**config.mk**
```make
export PLATFORM = sky130hd
export DESIGN_NAME = peak_interval_overlap_finder
export DESIGN_NICKNAME = d
export VERILOG_FILES = /design/src/sv/pio_pkg.sv /design/src/sv/pio_store.sv /design/src/sv/pio_cmp.sv /design/src/sv/peak_interval_overlap_finder.sv
export VERILOG_INCLUDE_DIRS = /design/src /design/src/sv
export SDC_FILE = /design/constraint.sdc
export NUM_CORES = 1
export LEC_CHECK = 0
export BUFFER_PORTS_ARGS = -buffer_cell sky130_fd_sc_hd__buf_2
export CAP_MARGIN = 0
export CORE_ASPECT_RATIO = 0.8
export CORE_MARGIN = 2
export CORE_UTILIZATION = 62
export DETAILED_ROUTE_END_ITERATION = 8
export GPL_ROUTABILITY_DRIVEN = 1
export GPL_TIMING_DRIVEN = 1
export PLACE_DENSITY = 0.79
export SYNTH_ARGS = -nofsm -noshare
export SYNTH_HDL_FRONTEND = slang
export SYNTH_SLANG_ARGS = --single-unit
```
**constraint.sdc**
```tcl
create_clock -name clk_i -period 6.3 [get_ports clk_i]
set_input_delay 0.315 -clock clk_i [delete_from_list [all_inputs] [get_ports clk_i]]
set_output_delay 0.315 -clock clk_i [all_outputs]
set_load 0.005 [all_outputs]
```
**src/sv/peak_interval_overlap_finder_macros.svh**
```systemverilog
// Assertion macros for the peak interval overlap finder
`ifndef PEAK_INTERVAL_OVERLAP_FINDER_MACROS_SVH
`define PEAK_INTERVAL_OVERLAP_FINDER_MACROS_SVH

// Implication or sequence property, checked outside reset.
`define PIO_ASSERT(lbl, prop, msg) \
  lbl: assert property (@(posedge clk_i) disable iff (!rst_ni) prop) else $error(msg);

// Plain invariant that holds on every edge outside reset.
`define PIO_ASSERT_INV(lbl, expr, msg) \
  lbl: assert property (@(posedge clk_i) disable iff (!rst_ni) (expr)) else $error(msg);

`endif

```
**src/sv/pio_pkg.sv**
```systemverilog
// Types and constants shared by the peak interval overlap finder modules
package pio_pkg;

  localparam int unsigned MAX_INTERVALS_DEF = 16;
  localparam int unsigned TIME_W            = 12;
  localparam int unsigned PEAK_W            = 5;

  localparam logic [TIME_W-1:0] END_CAP = TIME_W'(2400);

  localparam logic KIND_PEAK   = 1'b0;
  localparam logic KIND_PERIOD = 1'b1;

  typedef enum logic {
    CMP_COUNT = 1'b0,  // arrival inside the stored interval
    CMP_END   = 1'b1   // departure after t and below the running end
  } cmp_mode_e;

  typedef struct packed {
    logic [TIME_W-1:0] arrive_time;
    logic [TIME_W-1:0] depart_time;
    logic              last_flight;
  } in_word_t;

  typedef struct packed {
    logic              kind;
    logic [PEAK_W-1:0] peak_count;
    logic [TIME_W-1:0] period_start;
    logic [TIME_W-1:0] period_end;
    logic              overflow;
    logic              last_result;
  } res_word_t;

  typedef struct packed {
    logic [TIME_W-1:0] arrive;
    logic [TIME_W-1:0] depart;
  } entry_t;

  typedef struct packed {
    cmp_mode_e         mode;
    logic [TIME_W-1:0] t;
    entry_t            ent;
    logic [TIME_W-1:0] cur_end;
  } cmp_req_t;

  typedef struct packed {
    logic flag;
  } cmp_rsp_t;

endpackage

```
**src/sv/pio_store.sv**
```systemverilog
// Interval store: one write port, two registered read ports
module pio_store import pio_pkg::*; #(
  parameter int unsigned DEPTH = MAX_INTERVALS_DEF,
  parameter int unsigned AW    = (DEPTH > 1) ? $clog2(DEPTH) : 1
) (
  input  logic          clk_i,
  input  logic          we_i,
  input  logic [AW-1:0] waddr_i,
  input  entry_t        wdata_i,
  input  logic [AW-1:0] addr_a_i,
  input  logic [AW-1:0] addr_b_i,
  output entry_t        rdata_a_o,
  output entry_t        rdata_b_o
);

  entry_t mem [DEPTH];
  entry_t rd_a_q;
  entry_t rd_b_q;

  always_ff @(posedge clk_i) begin
    if (we_i) begin
      mem[waddr_i] <= wdata_i;
    end
    rd_a_q <= mem[addr_a_i];
    rd_b_q <= mem[addr_b_i];
  end

  assign rdata_a_o = rd_a_q;
  assign rdata_b_o = rd_b_q;

endmodule

```
**src/sv/pio_cmp.sv**
```systemverilog
// Shared compare unit: interval containment or earliest-later-departure test
module pio_cmp import pio_pkg::*; (
  input  cmp_req_t req_i,
  output cmp_rsp_t rsp_o
);

  logic lo_ok;
  logic hi_ok;

  always_comb begin
    unique case (req_i.mode)
      CMP_COUNT: begin
        lo_ok = (req_i.ent.arrive <= req_i.t);
        hi_ok = (req_i.t <= req_i.ent.depart);
      end
      CMP_END: begin
        lo_ok = (req_i.ent.depart > req_i.t);
        hi_ok = (req_i.ent.depart < req_i.cur_end);
      end
      default: begin
        lo_ok = 1'b0;
        hi_ok = 1'b0;
      end
    endcase
    rsp_o.flag = lo_ok & hi_ok;
  end

endmodule

```
**src/sv/peak_interval_overlap_finder.sv**
```systemverilog
// Top level: loads intervals, finds peak overlap and busiest periods, emits results
// Load: one word per cycle; busy stays low until a word with last_flight is taken.
// Then busy while it counts the overlaps of every stored arrival, emits the peak word, then checks
//   each arrival up to the last busiest one and scans all entries for each busiest period's end.
// Each result word strobes one cycle, no stall; the peak word follows the whole count pass.
// Reset (rst_ni low, async) empties the run; store contents stay undefined until loaded.
`include "peak_interval_overlap_finder_macros.svh"

module peak_interval_overlap_finder import pio_pkg::*; #(
  parameter int unsigned MAX_INTERVALS = MAX_INTERVALS_DEF
) (
  input  logic      clk_i,
  input  logic      rst_ni,
  input  logic      start,
  output logic      busy,
  input  in_word_t  item_i,
  output logic      result_strobe_o,
  output res_word_t result_o
);

  // counters reach MAX_INTERVALS itself; addresses only index the store
  localparam int unsigned CW = $clog2(MAX_INTERVALS + 1);
  localparam int unsigned AW = (MAX_INTERVALS > 1) ? $clog2(MAX_INTERVALS) : 1;
  localparam logic [CW-1:0] FULL = CW'(MAX_INTERVALS);

  typedef enum logic [2:0] {
    ST_IDLE,   // loading words
    ST_SCAN,   // walk all stored intervals through the compare unit
    ST_PEAK,   // emit the peak result
    ST_PWAIT,  // count memory read in flight
    ST_PCHK    // decide whether arrival i is a busiest-period start
  } state_e;

  state_e         state_q;
  cmp_mode_e      mode_q;
  logic [CW-1:0]  n_q;        // stored intervals
  logic           ovf_q;
  logic [CW-1:0]  best_q;     // running peak
  logic [AW-1:0]  last_idx_q; // last arrival whose count equals the peak
  logic [AW-1:0]  i_q;        // outer index (arrival under test)
  logic [CW-1:0]  j_q;        // inner issue index
  logic           rv_q;       // store read data valid this cycle
  logic           rl_q;       // ... and it is the last entry of the scan
  logic [CW-1:0]  acc_q;
  logic [TIME_W-1:0] end_q;
  logic           strobe_q;
  res_word_t      res_q;

  logic [CW-1:0]  cnt_mem [MAX_INTERVALS];
  logic [CW-1:0]  cnt_rd_q;

  logic           accept;
  logic           store_we;
  entry_t         wr_ent;
  entry_t         rd_a;
  entry_t         rd_b;
  cmp_req_t       cmp_req;
  cmp_rsp_t       cmp_rsp;
  logic           issue;
  logic [CW-1:0]  cnt_fin;
  logic [TIME_W-1:0] end_fin;
  logic           count_done;
  logic           i_is_last;

  assign busy     = (state_q != ST_IDLE);
  assign accept   = start & ~busy;
  assign store_we = accept & (n_q != FULL);
  assign wr_ent.arrive = item_i.arrive_time;
  assign wr_ent.depart = item_i.depart_time;

  pio_store #(
    .DEPTH (MAX_INTERVALS),
    .AW    (AW)
  ) u_store (
    .clk_i     (clk_i),
    .we_i      (store_we),
    .waddr_i   (n_q[AW-1:0]),
    .wdata_i   (wr_ent),
    .addr_a_i  (i_q),
    .addr_b_i  (j_q[AW-1:0]),
    .rdata_a_o (rd_a),
    .rdata_b_o (rd_b)
  );

  // port A holds arrive[i] for the whole scan, port B streams entry j
  assign cmp_req.mode    = mode_q;
  assign cmp_req.t       = rd_a.arrive;
  assign cmp_req.ent     = rd_b;
  assign cmp_req.cur_end = end_q;

  pio_cmp u_cmp (
    .req_i (cmp_req),
    .rsp_o (cmp_rsp)
  );

  assign issue      = (state_q == ST_SCAN) && (j_q != n_q);
  assign cnt_fin    = acc_q + CW'(cmp_rsp.flag);
  assign end_fin    = cmp_rsp.flag ? rd_b.depart : end_q;
  assign count_done = (state_q == ST_SCAN) && rv_q && rl_q && (mode_q == CMP_COUNT);
  assign i_is_last  = (CW'(i_q) == n_q - CW'(1));

  // per-arrival overlap counts, kept for the period pass
  always_ff @(posedge clk_i) begin
    if (count_done) begin
      cnt_mem[i_q] <= cnt_fin;
    end
    cnt_rd_q <= cnt_mem[i_q];
  end

  always_ff @(posedge clk_i or negedge rst_ni) begin
    if (!rst_ni) begin
      state_q    <= ST_IDLE;
      mode_q     <= CMP_COUNT;
      n_q        <= '0;
      ovf_q      <= 1'b0;
      best_q     <= '0;
      last_idx_q <= '0;
      i_q        <= '0;
      j_q        <= '0;
      rv_q       <= 1'b0;
      rl_q       <= 1'b0;
      acc_q      <= '0;
      end_q      <= '0;
      strobe_q   <= 1'b0;
      res_q      <= '0;
    end else begin
      strobe_q <= 1'b0;
      unique case (state_q)
        ST_IDLE: begin
          if (accept) begin
            if (n_q != FULL) begin
              n_q <= n_q + CW'(1);
            end else begin
              ovf_q <= 1'b1;   // store full, word dropped
            end
            if (item_i.last_flight) begin
              state_q    <= ST_SCAN;
              mode_q     <= CMP_COUNT;
              i_q        <= '0;
              j_q        <= '0;
              acc_q      <= '0;
              rv_q       <= 1'b0;
              last_idx_q <= '0;
            end
          end
        end

        ST_SCAN: begin
          if (issue) begin
            j_q  <= j_q + CW'(1);
            rv_q <= 1'b1;
            rl_q <= (j_q == n_q - CW'(1));
          end else begin
            rv_q <= 1'b0;
          end
          if (rv_q) begin
            if (mode_q == CMP_COUNT) begin
              if (rl_q) begin
                // a higher count restarts the period list, an equal one extends it
                if (cnt_fin > best_q) begin
                  best_q     <= cnt_fin;
                  last_idx_q <= i_q;
                end else if (cnt_fin == best_q) begin
                  last_idx_q <= i_q;
                end
                if (i_is_last) begin
                  state_q <= ST_PEAK;
                end else begin
                  i_q   <= i_q + AW'(1);
                  j_q   <= '0;
                  acc_q <= '0;
                end
              end else begin
                acc_q <= cnt_fin;
              end
            end else begin
              if (rl_q) begin
                strobe_q           <= 1'b1;
                res_q.kind         <= KIND_PERIOD;
                res_q.peak_count   <= PEAK_W'(best_q);
                res_q.period_start <= rd_a.arrive;
                res_q.period_end   <= end_fin;
                res_q.overflow     <= ovf_q;
                res_q.last_result  <= (i_q == last_idx_q);
                if (i_q == last_idx_q) begin
                  state_q <= ST_IDLE;
                  n_q     <= '0;
                  ovf_q   <= 1'b0;
                  best_q  <= '0;
                end else begin
                  i_q     <= i_q + AW'(1);
                  state_q <= ST_PWAIT;
                end
              end else begin
                end_q <= end_fin;
              end
            end
          end
        end

        ST_PEAK: begin
          strobe_q           <= 1'b1;
          res_q.kind         <= KIND_PEAK;
          res_q.peak_count   <= PEAK_W'(best_q);
          res_q.period_start <= '0;
          res_q.period_end   <= '0;
          res_q.overflow     <= ovf_q;
          // at least one interval is always stored, so a period always follows
          res_q.last_result  <= 1'b0;
          i_q                <= '0;
          state_q            <= ST_PWAIT;
        end

        ST_PWAIT: begin
          state_q <= ST_PCHK;
        end

        ST_PCHK: begin
          if (cnt_rd_q == best_q) begin
            mode_q  <= CMP_END;
            end_q   <= END_CAP;
            j_q     <= '0;
            rv_q    <= 1'b0;
            state_q <= ST_SCAN;
          end else begin
            i_q     <= i_q + AW'(1);
            state_q <= ST_PWAIT;
          end
        end

        default: begin
          state_q <= ST_IDLE;
        end
      endcase
    end
  end

  assign result_strobe_o = strobe_q;
  assign result_o        = res_q;

  `PIO_ASSERT(a_strobe_after_busy, result_strobe_o |-> $past(busy), "result without a run")
  `PIO_ASSERT(a_last_ends_run, (result_strobe_o && result_o.last_result) |-> !busy,
              "run did not end on final result")
  `PIO_ASSERT_INV(a_best_bounded, best_q <= n_q, "peak above stored count")
  `PIO_ASSERT_INV(a_scan_bounded, (state_q != ST_SCAN) || (j_q <= n_q),
                  "scan index past stored count")

endmodule

```
---- Word-level counts from Yosys, hierarchy flattened ----
Memories as Yosys holds them, arrays and structs flattened. A register that Yosys moved wholly into a read port is not among the register bits.
Index checks and enable logic that the tools add are counted.
W data, S select, Z words.
word-level totals
  register bits after elaboration ......... 80
  memory bits (writable) .................. 464
  bits of input ports ..................... 28
  output and inout bits ................... 34
  memories ................................ 2
operators by class
  add/subtract/negate cells ............... 5
  order comparisons ....................... 5
  eq/ne operators ......................... 29
  muxes and demuxes ....................... 84
  bitwise logic cells ..................... 5
  reductions and logical operators ........ 25
memory list
  memory       words  bits a word  rd ports  clocked after memory_dff  wr ports  RTL line                            source
  u_store.mem  16     24           2         2                         1         pio_store.sv:16                     entry_t mem [DEPTH];
  cnt_mem      16     5            1         1                         1         peak_interval_overlap_finder.sv:49  logic [CW-1:0] cnt_mem [MAX_INTERVALS];
operator list
  kind                   number
  $mux W5                21
  $mux W32               3
  $pmux W32 S2           1
  $mux W12               5
  $mux W4                14
  $le A12 B12 Y1         2
  $pmux W12 S2           1
  $ne A2 B2 Y1 const B   11
  $mux W3                7
  $reduce_and A7 Y1      3
  $pmux W5 S2            2
  $mux W1                18
  $pmux W4 S4            1
  $eq A5 B5 Y1           3
  $pmux W3 S5            1
  $pmux W5 S3            1
  $reduce_and A5 Y1      3
  $gt A12 B12 Y1         1
  $lt A12 B12 Y1         1
  $ne A3 B3 Y1 const B   4
  $reduce_and A4 Y1      3
  $add A5 B1 Y5 const B  2
  $pmux W1 S2            5
  $reduce_bool A2 Y1     5
  25 further kinds       35

---- Depth between registers and ports, before layout ----
Gate-level depths: netlist of the first run.
  depth after elaboration ................. 11
  depth in mapped cells ................... 18

---- Cells and area by module ----
From an unflattened synthesis of the first run, not the netlist that was laid out.
second synthesis, totals
  cells, all modules ...................... 1554
  area total of the unflattened synthesis .. 26623.0 µm²
by module, submodules not included
  module                        times used  cells an instance  area each (µm²)  seq. area each (µm²)
  pio_store                     1           865                18220.0          12492.0
  peak_interval_overlap_finder  1           579                7534.7           4504.3
  pio_cmp                       1           110                868.3            0.0

---- Worst setup path after synthesis of the first run ----
No wires, ideal clock.
  kind .................................... reg2reg
  start point ............................. register u_store.rdata_b_o[10] (netlist name)
  end point ............................... register best_q[3]
  setup time .............................. 0.069 ns
  arrival ................................. 4.454 ns
  data required time ...................... 6.231 ns
  path slack .............................. 1.778 ns
  stages on the path, launching flop included .. 18
  path buffers ............................ 1
  clock period less this slack ............ 4.522 ns
  cell sequence ........................... dfxtp_1 inv_1 ha_1 nand4_1 or2_1 or3_1 a221oi_4 clkbuf_1 ha_1 ha_1 xor2_1 ha_1 o21a_1 o21a_1 o21ai_0 a21oi_1 o21ai_0 a22o_1
between the ends
  word-level cells in the longest chain between the ends .. 7
ends and longest elaborated chain
  element                                 RTL line                             source
  $gt A12 B12 Y1 (tied with other cells)  pio_cmp.sv:17                        lo_ok = (req_i.ent.depart > req_i.t);
  $pmux W1 S2                             pio_cmp.sv:11                        unique case (req_i.mode)
  $and A1 B1 Y1 *                         pio_cmp.sv:25                        rsp_o.flag = lo_ok & hi_ok;
  $add A5 B1 Y5 *                         peak_interval_overlap_finder.sv:97   assign cnt_fin = acc_q + CW'(cmp_rsp.flag);
  named net cnt_fin[2]                    peak_interval_overlap_finder.sv:60   logic [CW-1:0] cnt_fin;
  $gt A5 B5 Y1 *                          peak_interval_overlap_finder.sv:160  if (cnt_fin > best_q) begin
  $reduce_bool A2 Y1 (no source line) *   --
  $reduce_and A5 Y1 (no source line) *    --
  to (signal assigned)                    peak_interval_overlap_finder.sv:161  best_q <= cnt_fin;
  to (decl)                               peak_interval_overlap_finder.sv:38   logic [CW-1:0] best_q;
The timed path passes the listed nets; every way through them passes the cells marked *. The select of a mux whose other input is x is not followed.
A chain may end at the register's enable or synchronous reset.

---- Worst setup path in the final report of the first run ----
  start point ............................. register u_store.rdata_b_o[1] (netlist name)
  end point ............................... register best_q[2]
between the ends
  word-level cells in the longest chain between the ends .. 7
ends and longest elaborated chain
  element                                 RTL line
  $gt A12 B12 Y1 (tied with other cells)  pio_cmp.sv:17
  $pmux W1 S2                             pio_cmp.sv:11
  $and A1 B1 Y1 *                         pio_cmp.sv:25
  $add A5 B1 Y5 *                         peak_interval_overlap_finder.sv:97
  named net cnt_fin[1]                    peak_interval_overlap_finder.sv:60
  $gt A5 B5 Y1 *                          peak_interval_overlap_finder.sv:160
  $reduce_bool A2 Y1 (no source line) *   --
  $reduce_and A5 Y1 (no source line) *    --
Marks and branches as above.

==> impl_metrics.csv, run 1 <==
group,metric,value,unit
sta,final_max_slew_viol_count,0,
logic_synthesis,synth_area_leader_cell,"edfxtp_1",
floorplanning,fp.dieW,228,µm
drt,ant_nets,0,
pwr,powerDensity,292,nW/µm²
logic_synthesis,synth_nets,1425,
clock_tree,cts_setup_buffers,0,
logic_synthesis,netlist_instances,1346,
worst_setup_path,crit_arrival,5.27,ns
worst_setup_path,crit_path_start_kind,"flop",
worst_setup_path,crit_path_end_kind,"flop",
logic_synthesis,ys.flop_type,"edfxtp_1",
clock_tree,clock_latency,0.61,ns
cells_and_area,fin_area,27800,µm²
clock_tree,cts_htree_levels,2,
worst_setup_path,worst_ep_required_time,6.83,ns
clock_tree,cts_root_buf,"clkbuf_16",
logic_synthesis,ys_seq_area_share,67.6,%
logic_synthesis,syn_area_per_cell,18.4,µm²
pwr,vdd_ir_drop_max,0.230,mV
placement,dp_slack,1.65,ns
floorplanning,chipHeight,183,µm
sta,hold_viol,0,
run_status,status,"finished, final reports clean",
sta,period_minus_slack,4.74,ns
sta,hold_ws,0.0841,ns
hold_path,whs_path_depth,1,
cells_and_area,fillers,2355,
cells_and_area,finish.utilization,70.4,%
pwr,power_leakage,9.41,nW
logic_synthesis,syn-cell-area,24800,µm²
job,maxCapViolations,0,
worst_setup_path,crit_fanout,25,
hold_path,hold_path.class,"input pin to flop",
logic_synthesis,synth_most_common_cell,"edfxtp_1",
floorplanning,core,39400,µm²
drt,routed_wirelength,60.1,mm
clock_tree,cts_tree,"built",
sta,max_freq,211,MHz
placement,gp_congestion,0.889,
clock_tree,clockBufferDepth,3,
sta,setup_viol,0,
logic_synthesis,synth_seq_cells,585,
floorplanning,io_pins,62,
logic_synthesis,ys_types,57,
worst_setup_path,r2r_cells,18,
drt,route.detailed.drc,0,
worst_setup_path,path_class,"flop to flop",
logic_synthesis,synth_area_leaders,"edfxtp_1, mux4_2, dfrtp_1",
clock_tree,path_clk_slew,0.06,ns
placement,portBuffers,61,
clock_tree,cts_buffers,55,
worst_setup_path,critPathSlowestCell,"ha_1",
drt,viasPerCell,6.80,
worst_setup_path,critPathMaxStageDelay,0.52,ns
worst_setup_path,crit_top_cell,"ha_1",
placement,post_dp_cell_area,25800,µm²
global_routing,antenna_found_initial,8,
floorplanning,rows,65,
clock_tree,cts_resized,0,
logic_synthesis,yosysTopAreaCellShare,56.2,%
cells_and_area,final_nets,1504,
drt,vias,13700,
global_routing,gr-total-overflow,0,
sta,fin_ws,1.56,ns
drt,drt_iter0_markers,1874,
global_routing,gr-usage-all-layers,29.9,%
cells_and_area,drive_above_1_share,27.3,%
logic_synthesis,synthArstFlopShare,13.7,%
sta,clock_skew,0.0266,ns
logic_synthesis,synth_edf_count,464,
drt,first_pass_iters,5,
logic_synthesis,yosysWarningCount,0,
sta,worst_pin_slew,1.22,ns
global_routing,grt_pass1_vias,13600,
clock_tree,cts_sinks,585,
placement,hpwl,33.7,mm
global_routing,grt_max_degree,81,
worst_setup_path,crit_chain,"inv_1 > ha_1 > nor2b_1 > o211ai_1 > a21oi_1 > a2111o_1 > a221oi_4 > buf_4 > ha_1 > ha_1 > ha_1 > nor2b_1 > o21a_1 > o21a_1 > o21ai_0 > a21oi_1 > o21ai_0 > a22o_1",
sta,fin_setup_tns,0,ns
sta,rsz0062_at_grt,"false",
drt,avgRoutedWirePerCell,29.9,µm
sta,min_period_over_period,75.2,%
global_routing,grt_pass1_wl,88.5,mm
cells_and_area,area_growth,12.0,%
logic_synthesis,netlist_top_cells_count,"edfxtp_1, mux4_2, dfrtp_1",
sta,slew_headroom,18.6,%
floorplanning,die-area,41600,µm²
floorplanning,start_util,62.9,%
per-stage QoR:
step / instances / power [mW]
3_3_place_gp: 1903 / 4.58
2_1_floorplan: 1346 / 4.47
4_1_cts: 2008 / 8.15
5_1_grt: 2010 / 8.32
6_report: 2014 / 8.12
3_5_place_dp: 1903 / 4.59
sequential cells by signal, indices dropped and copies added (netlist names), 3 cells and up:
name	flops
i_q	4
cnt_rd_q	5
acc_q	5
u_store.rdata_a_o	12
state_q	3
end_q	12
best_q	5
last_idx_q	4
u_store.mem	384
j_q	5
u_store.rdata_b_o	24
result_o	32
cnt_mem	80
n_q	5
path summary, 6_finish.rpt:
path                                      start                   to  slack, ns
max                        u_store.rdata_b_o[1]            best_q[2]       1.56
max reg2reg                u_store.rdata_b_o[1]            best_q[2]       1.56
max in group asynchronous                rst_ni               j_q[0]       5.10
min reg2reg                        result_o[27]         result_o[27]       0.49
min                                  item_i[15]  u_store.mem[14][14]       0.08
min in group asynchronous                rst_ni          result_o[1]       0.45
power by group:
| part | internal [mW] | leakage, nW | switching [mW] |
|---|---|---|---|
| sequential | 4.18 | 5.49 | 0.0262 |
| combinational | 0.125 | 2.94 | 0.181 |
| clock | 2.13 | 0.983 | 1.47 |
cells in the final DEF, fill, tap and decap left out, drive strengths merged, types with 26 or more instances in the layout:
cell / instances
dfrtp: 80
a21oi: 26
edfxtp: 464
buf: 92
nand3: 34
ha: 51
inv: 59
nand2: 46
nor2: 48
dfxtp: 41
o21ai: 43
mux4: 205
clkbuf: 72
cell families (layout without fill, tap and decap cells):
kind of cell | after synthesis | in the layout | synth area share, %
AO/OA/AOI/OAI | 132 | 132 | 3.55
XOR/XNOR | 25 | 25 | 0.883
adder cells (fa/ha/maj) | 51 | 51 | 2.57
buffers and inverters | 128 | 254 | 2.03
flip-flops | 585 | 585 | 67.6
multiplexers | 221 | 221 | 19.3
other | 0 | 6 | 0
AND/OR/NAND/NOR | 204 | 204 | 4.09
timing repair:
action	CTS	global route
hold endpoints to repair	80	0
setup endpoints to repair	0	0
hold buffers	1	0
final cells by class:
class	instances	area, µm²	area share, %
Antenna cell	6	15.0	0.0540
Clock buffer	72	1610	5.78
Clock inverter	32	394	1.42
Inverter	57	214	0.770
Multi-Input combinational cell	633	7550	27.2
Sequential cell	585	16800	60.4
Tap cell	536	671	2.41
Timing Repair Buffer	93	563	2.03
worst max-delay path: cells and delay by family, from the launching register on:
family,cells,cell delay [ns]
compound gates,10,2.20
flops,1,0.41
simple gates,2,0.27
fa+ha+maj,4,1.41
buf+inv,2,0.39
routing by layer:
metal	track usage, %	part of all wire, %	vias up
met5	1.67	0.22	-
met1	43.7	39	7084
li1	-	-	5612
met3	7.74	11	119
met4	8.58	2.6	8
met2	45.3	47	874
(Power assumes the default switching activity.)
==> run 2: changes to the inputs <==
==> constraint.sdc (replaced) <==
create_clock -name clk_i -period 4.85 [get_ports clk_i]
set_input_delay 0.2425 -clock clk_i [delete_from_list [all_inputs] [get_ports clk_i]]
set_output_delay 0.2425 -clock clk_i [all_outputs]
set_load 0.005 [all_outputs]
==> impl_metrics.csv, run 2 (same netlist as run 1, synthesis figures left out) <==
group,metric,value,unit
worst_setup_path,r2r_cells,17,
cells_and_area,seqCellArea,16800,µm²
sta,hold_viol,0,
sta,worst_pin_slew,1.16,ns
clock_tree,cts_buffers,55,
placement,portBuffers,61,
clock_tree,cts_setup_buffers,0,
worst_setup_path,r2r_end,"best_q[1]",
drt,ant_nets,0,
floorplanning,die-area,41600,µm²
clock_tree,clockBufferDepth,3,
cells_and_area,regMostFlops,"u_store.mem",
cells_and_area,final_common_cell,"edfxtp_1",
sta,rsz0062_at_grt,"false",
global_routing,gr-total-overflow,0,
global_routing,gr-usage-all-layers,29.2,%
sta,hold_ws,0.0207,ns
sta,max_freq,221,MHz
clock_tree,cts_root_buf,"clkbuf_16",
clock_tree,clock_latency,0.59,ns
placement,dp.cells,1906,
sta,fin_setup_tns,0,ns
worst_setup_path,crit_start,"u_store.rdata_b_o[1]",
worst_setup_path,crit_arrival,5.04,ns
floorplanning,core,39400,µm²
clock_tree,cts_resized,0,
placement,post_dp_cell_area,25800,µm²
run_status,status,"finished, final reports clean",
cells_and_area,final_cells,2010,
sta,clock_skew,0.0196,ns
hold_path,whs_path_depth,1,
sta,final_max_slew_viol_count,0,
placement,gp_congestion,0.945,
clock_tree,cts_sinks,585,
sta,setup_viol,0,
drt,first_pass_iters,5,
cells_and_area,finish.utilization,69.9,%
sta,min_period_over_period,93.4,%
cells_and_area,multi_input_area,7550,µm²
pwr,power,10.0,mW
worst_setup_path,r2r-start,"u_store.rdata_b_o[1]",
cells_and_area,final_nets,1507,
worst_setup_path,crit_path_end_kind,"flop",
cells_and_area,final_cell_mix,"edfxtp_1, mux4_2, dfrtp_1",
global_routing,grt_pass1_wl,87.2,mm
drt,avgRoutedWirePerCell,29.2,µm
floorplanning,start_util,62.9,%
job,maxCapViolations,0,
floorplanning,chipHeight,183,µm
clock_tree,path_clk_slew,0.07,ns
clock_tree,cts_tree,"built",
cells_and_area,fin_area,27600,µm²
floorplanning,rows,65,
drt,viasPerCell,6.69,
pwr,powerDensity,364,nW/µm²
pwr,power_leakage,9.31,nW
drt,routed_wirelength,58.7,mm
global_routing,grt_max_degree,81,
worst_setup_path,reg2reg_slack,0.32,ns
drt,route.detailed.drc,0,
global_routing,antenna_found_initial,5,
drt,drt_iter0_markers,1773,
placement,dp_slack,0.437,ns
cells_and_area,largest_reg_flops,384,
cells_and_area,fillers,2427,
worst_setup_path,crit_end,"best_q[1]",
pwr,vdd_ir_drop_max,0.264,mV
global_routing,grt_pass1_vias,13800,
sta,period_minus_slack,4.53,ns
worst_setup_path,path_class,"flop to flop",
floorplanning,io_pins,62,
hold_path,hold_path.class,"input pin to flop",
cells_and_area,drive_above_1_share,27.0,%
placement,hpwl,33.5,mm
sta,fin_ws,0.321,ns
worst_setup_path,crit_fanout,19,
worst_setup_path,worst_ep_required_time,5.36,ns
clock_tree,cts_htree_levels,2,
sta,slew_headroom,22.5,%
drt,vias,13500,
floorplanning,fp.dieW,228,µm
cells_and_area,area_growth,11.1,%
worst_setup_path,crit_path_start_kind,"flop",
run 2: critical path: stages (launching register included):
cell and delay, ns:
dfxtp_1 0.41, inv_1 0.07, ha_1 0.30, nor2b_1 0.15
o211ai_1 0.20, a21oi_1 0.10, a2111o_1 0.33, a221oi_4 0.32
ha_1 0.23, ha_1 0.56, ha_1 0.36, nor2b_1 0.13
o21a_1 0.16, o21a_1 0.16, o21ai_0 0.20, a21oi_1 0.11
o21ai_0 0.46, a22o_1 0.21
run 2: layout make-up:
class | instances | area share [%]
Sequential cell | 585 | 60.8
Multi-Input combinational cell | 633 | 27.4
Clock buffer | 75 | 5.56
Tap cell | 536 | 2.43
Timing Repair Buffer | 96 | 2.22
Clock inverter | 27 | 0.781
Inverter | 57 | 0.776
Antenna cell | 1 | 0.00908
run 2: timing repair:
item | in CTS | in global routing
hold buffers | 1 | 0
endpoints found under the setup margin | 0 | 0
endpoints found under the hold margin | 80 | 0
run 2: power breakdown:
group / internal (mW) / total, mW / switching [mW]
registers: 5.44 / 5.48 / 0.0450
logic: 0.161 / 0.383 / 0.222
clock network: 2.33 / 4.16 / 1.83
total: 7.92 / 10.0 / 2.10
run 2: how the worst min path moves through the flow:
stage                       from                  end  slack [ns]
CTS                    item_i[8]    u_store.mem[6][7]       0.001
detailed placement  result_o[28]         result_o[28]        0.46
global route          item_i[14]  u_store.mem[12][13]        0.02
finish                 item_i[8]    u_store.mem[7][7]        0.02
global placement    result_o[31]         result_o[31]        0.45
floorplan                 rst_ni             acc_q[0]       -0.05
run 2: routing by layer:
layer | vias to the layer above | GRT usage (%) | share of wire, %
met4 | 2 | 9.83 | 3.3
met1 | 6944 | 42.2 | 40
met5 | - | 0 | 0.026
met3 | 139 | 8.27 | 11
li1 | 5609 | - | -
met2 | 762 | 43.8 | 46
==> run 3: changes to the inputs <==
--- a/config.mk
+++ b/config.mk
@@ -10,11 +10,12 @@
 export CAP_MARGIN = 0
 export CORE_ASPECT_RATIO = 0.8
 export CORE_MARGIN = 2
-export CORE_UTILIZATION = 62
+export CORE_UTILIZATION = 63
 export DETAILED_ROUTE_END_ITERATION = 8
 export GPL_ROUTABILITY_DRIVEN = 1
 export GPL_TIMING_DRIVEN = 1
-export PLACE_DENSITY = 0.79
+export PLACE_DENSITY = 0.8
 export SYNTH_ARGS = -nofsm -noshare
 export SYNTH_HDL_FRONTEND = slang
+export SYNTH_HIERARCHICAL = 1
 export SYNTH_SLANG_ARGS = --single-unit
==> impl_metrics.csv, run 3 <==
group,metric,value,unit
drt,vias,14100,
worst_setup_path,critPathSlowestCell,"o31ai_1",
worst_setup_path,crit_top_cell,"ha_1",
hold_path,hold_path.class,"input pin to flop",
run_status,status,"finished, final reports clean",
cells_and_area,largest_reg_flops,384,
cells_and_area,n_antenna_cell,0,
worst_setup_path,path_class,"flop to flop",
clock_tree,cts_sinks,585,
logic_synthesis,yosysWarningCount,6,
worst_setup_path,crit_arrival,5.05,ns
cells_and_area,fin_area,27700,µm²
drt,route.detailed.drc,0,
sta,rsz0062_at_grt,"false",
worst_setup_path,worst_ep_required_time,5.33,ns
cells_and_area,final_common_cell,"edfxtp_1",
drt,wl_met3,6.18,mm
pwr,switching_share,32.3,%
clock_tree,cts_root_buf,"clkbuf_16",
sta,clock_skew,0.0115,ns
sta,worst_pin_slew,1.20,ns
pwr,p_int,10.5,mW
global_routing,gr-total-overflow,0,
worst_setup_path,crit_chain,"inv_1 > ha_1 > nor2b_1 > o211ai_2 > a21boi_0 > o41a_1 > a211oi_2 > ha_1 > ha_1 > xnor2_1 > inv_1 > ha_1 > a21o_1 > a21o_1 > a21o_1 > o31ai_1 > nand2_1 > o31ai_1",
global_routing,gr-usage-all-layers,28.6,%
placement,dp_slack,0.373,ns
placement,gp_congestion,0.862,
drt,first_pass_iters,5,
drt,drt_iter0_markers,1777,
job,maxCapViolations,0,
floorplanning,start_util,63.7,%
global_routing,grt_pass1_vias,14000,
sta,final_max_slew_viol_count,0,
cells_and_area,final_nets,1588,
global_routing,grt_max_degree,81,
pwr,vdd_ir_drop_max,0.344,mV
clock_tree,cts_setup_buffers,0,
clock_tree,clockBufferDepth,3,
sta,min_period_over_period,94.2,%
placement,portBuffers,61,
drt,ant_nets,0,
sta,period_minus_slack,4.57,ns
cells_and_area,regMostFlops,"u_store/mem",
cells_and_area,area_growth,10.4,%
cells_and_area,final_cells,2091,
pwr,combinationalPowerShare,29.5,%
pwr,clkPwrFrac,27.6,%
sta,hold_viol,0,
logic_synthesis,syn_area_per_cell,17.2,µm²
worst_setup_path,crit_path_start_kind,"flop",
sta,max_freq,219,MHz
placement,dp.cells,1990,
clock_tree,cts_htree_levels,2,
sta,fin_setup_tns,0,ns
global_routing,antenna_found_initial,4,
drt,wl_met2,27.3,mm
pwr,powerDensity,561,nW/µm²
worst_setup_path,reg2reg_slack,0.28,ns
worst_setup_path,crit_path_end_kind,"flop",
drt,wl_met1,22.7,mm
worst_setup_path,critPathMaxStageDelay,0.53,ns
clock_tree,clock_latency,0.59,ns
global_routing,grt_pass1_wl,86.6,mm
sta,setup_viol,0,
cells_and_area,final_cell_mix,"edfxtp_1, mux4_2, nand2_1",
floorplanning,chipHeight,182,µm
floorplanning,core,39400,µm²
floorplanning,rows,65,
floorplanning,fp.dieW,227,µm
worst_setup_path,crit_family,"compound AO/OA/AOI/OAI gates",
drt,avgRoutedWirePerCell,27.5,µm
drt,dr.max_layer_used,"met5",
pwr,power_leakage,9.68,nW
logic_synthesis,syn-cell-area,25100,µm²
drt,viasPerCell,6.73,
sta,hold_ws,0.0266,ns
cells_and_area,fillers,2426,
pwr,power.switching,5.01,mW
worst_setup_path,cp.buffers_inverters,2,
cells_and_area,drive_above_1_share,25.9,%
logic_synthesis,synth_nets,1532,
placement,post_dp_cell_area,25900,µm²
drt,routed_wirelength,57.6,mm
worst_setup_path,crit_fanout,17,
clock_tree,cts_tree,"built",
clock_tree,cts_buffers,53,
floorplanning,io_pins,62,
pwr,pwr-share-seq,42.9,%
clock_tree,path_clk_slew,0.07,ns
floorplanning,die-area,41400,µm²
clock_tree,cts_resized,0,
logic_synthesis,netlist_instances,1454,
sta,slew_headroom,19.5,%
sta,fin_ws,0.282,ns
placement,hpwl,33.6,mm
==> run 3: area by class of cell <==
| type | count | area [µm²] | share of cell area [%] |
|---|---|---|---|
| Clock inverter | 25 | 262 | 0.945 |
| Sequential cell | 585 | 16800 | 60.6 |
| Clock buffer | 75 | 1540 | 5.58 |
| Multi-Input combinational cell | 734 | 7710 | 27.8 |
| Timing Repair Buffer | 94 | 571 | 2.06 |
| Tap cell | 536 | 671 | 2.42 |
| Inverter | 42 | 158 | 0.570 |
==> run 3: worst register-to-register path: stages, from the launching register on <==
cell	delay, ns
dfxtp_1	0.36
inv_1	0.08
ha_1	0.28
nor2b_1	0.14
o211ai_2	0.13
a21boi_0	0.12
o41a_1	0.41
a211oi_2	0.33
ha_1	0.25
ha_1	0.19
xnor2_1	0.20
inv_1	0.35
ha_1	0.40
a21o_1	0.16
a21o_1	0.16
a21o_1	0.20
o31ai_1	0.53
nand2_1	0.11
o31ai_1	0.08
==> run 3: power groups by stage <==
stage                     logic [mW]  registers (mW)  clock network, mW
final                           4.58            6.66               4.28
after global routing            4.90            6.74               4.54
after CTS                       4.51            6.67               4.34
after detailed placement        4.45            6.76                  0
after global placement          4.33            6.73                  0
after floorplan                 3.64            6.27                  0
==> run 3: metrics by stage <==
| stage | total power [mW] | util (%) |
|---|---|---|
| floorplan | 9.91 | - |
| global placement | 11.1 | 65.7 |
| detailed placement | 11.2 | 65.7 |
| CTS | 15.5 | 70.3 |
| global route | 16.2 | 70.3 |
| finish | 15.5 | 70.3 |
==> run 3: routing by layer <==
layer  vias up  global-route usage [%]
li1       5901                       -
met1      7194                    41.8
met2       832                    44.1
met3       133                    7.10
met4         8                    7.58
met5         -                       0
==> run 3: worst paths after layout <==
kind | startpoint | endpoint | cells past startpoint
max in group asynchronous | rst_ni | i_q[0] | 2
worst min register to register | u_store/rdata_a_o[16] | result_o[18] | 2
min in group asynchronous | rst_ni | acc_q[4] | 2
worst max-delay path | u_store/rdata_a_o[13] | last_idx_q[3] | 18
worst min-delay path | item_i[4] | u_store/mem[7][3] | 1
worst max register to register | u_store/rdata_a_o[13] | last_idx_q[3] | 18
==> run 3: repair_timing <==
action | 4_1_cts | 5_1_grt
endpoints found under the setup margin | 0 | 0
endpoints found under the hold margin | 80 | 0
hold buffers | 1 | 0
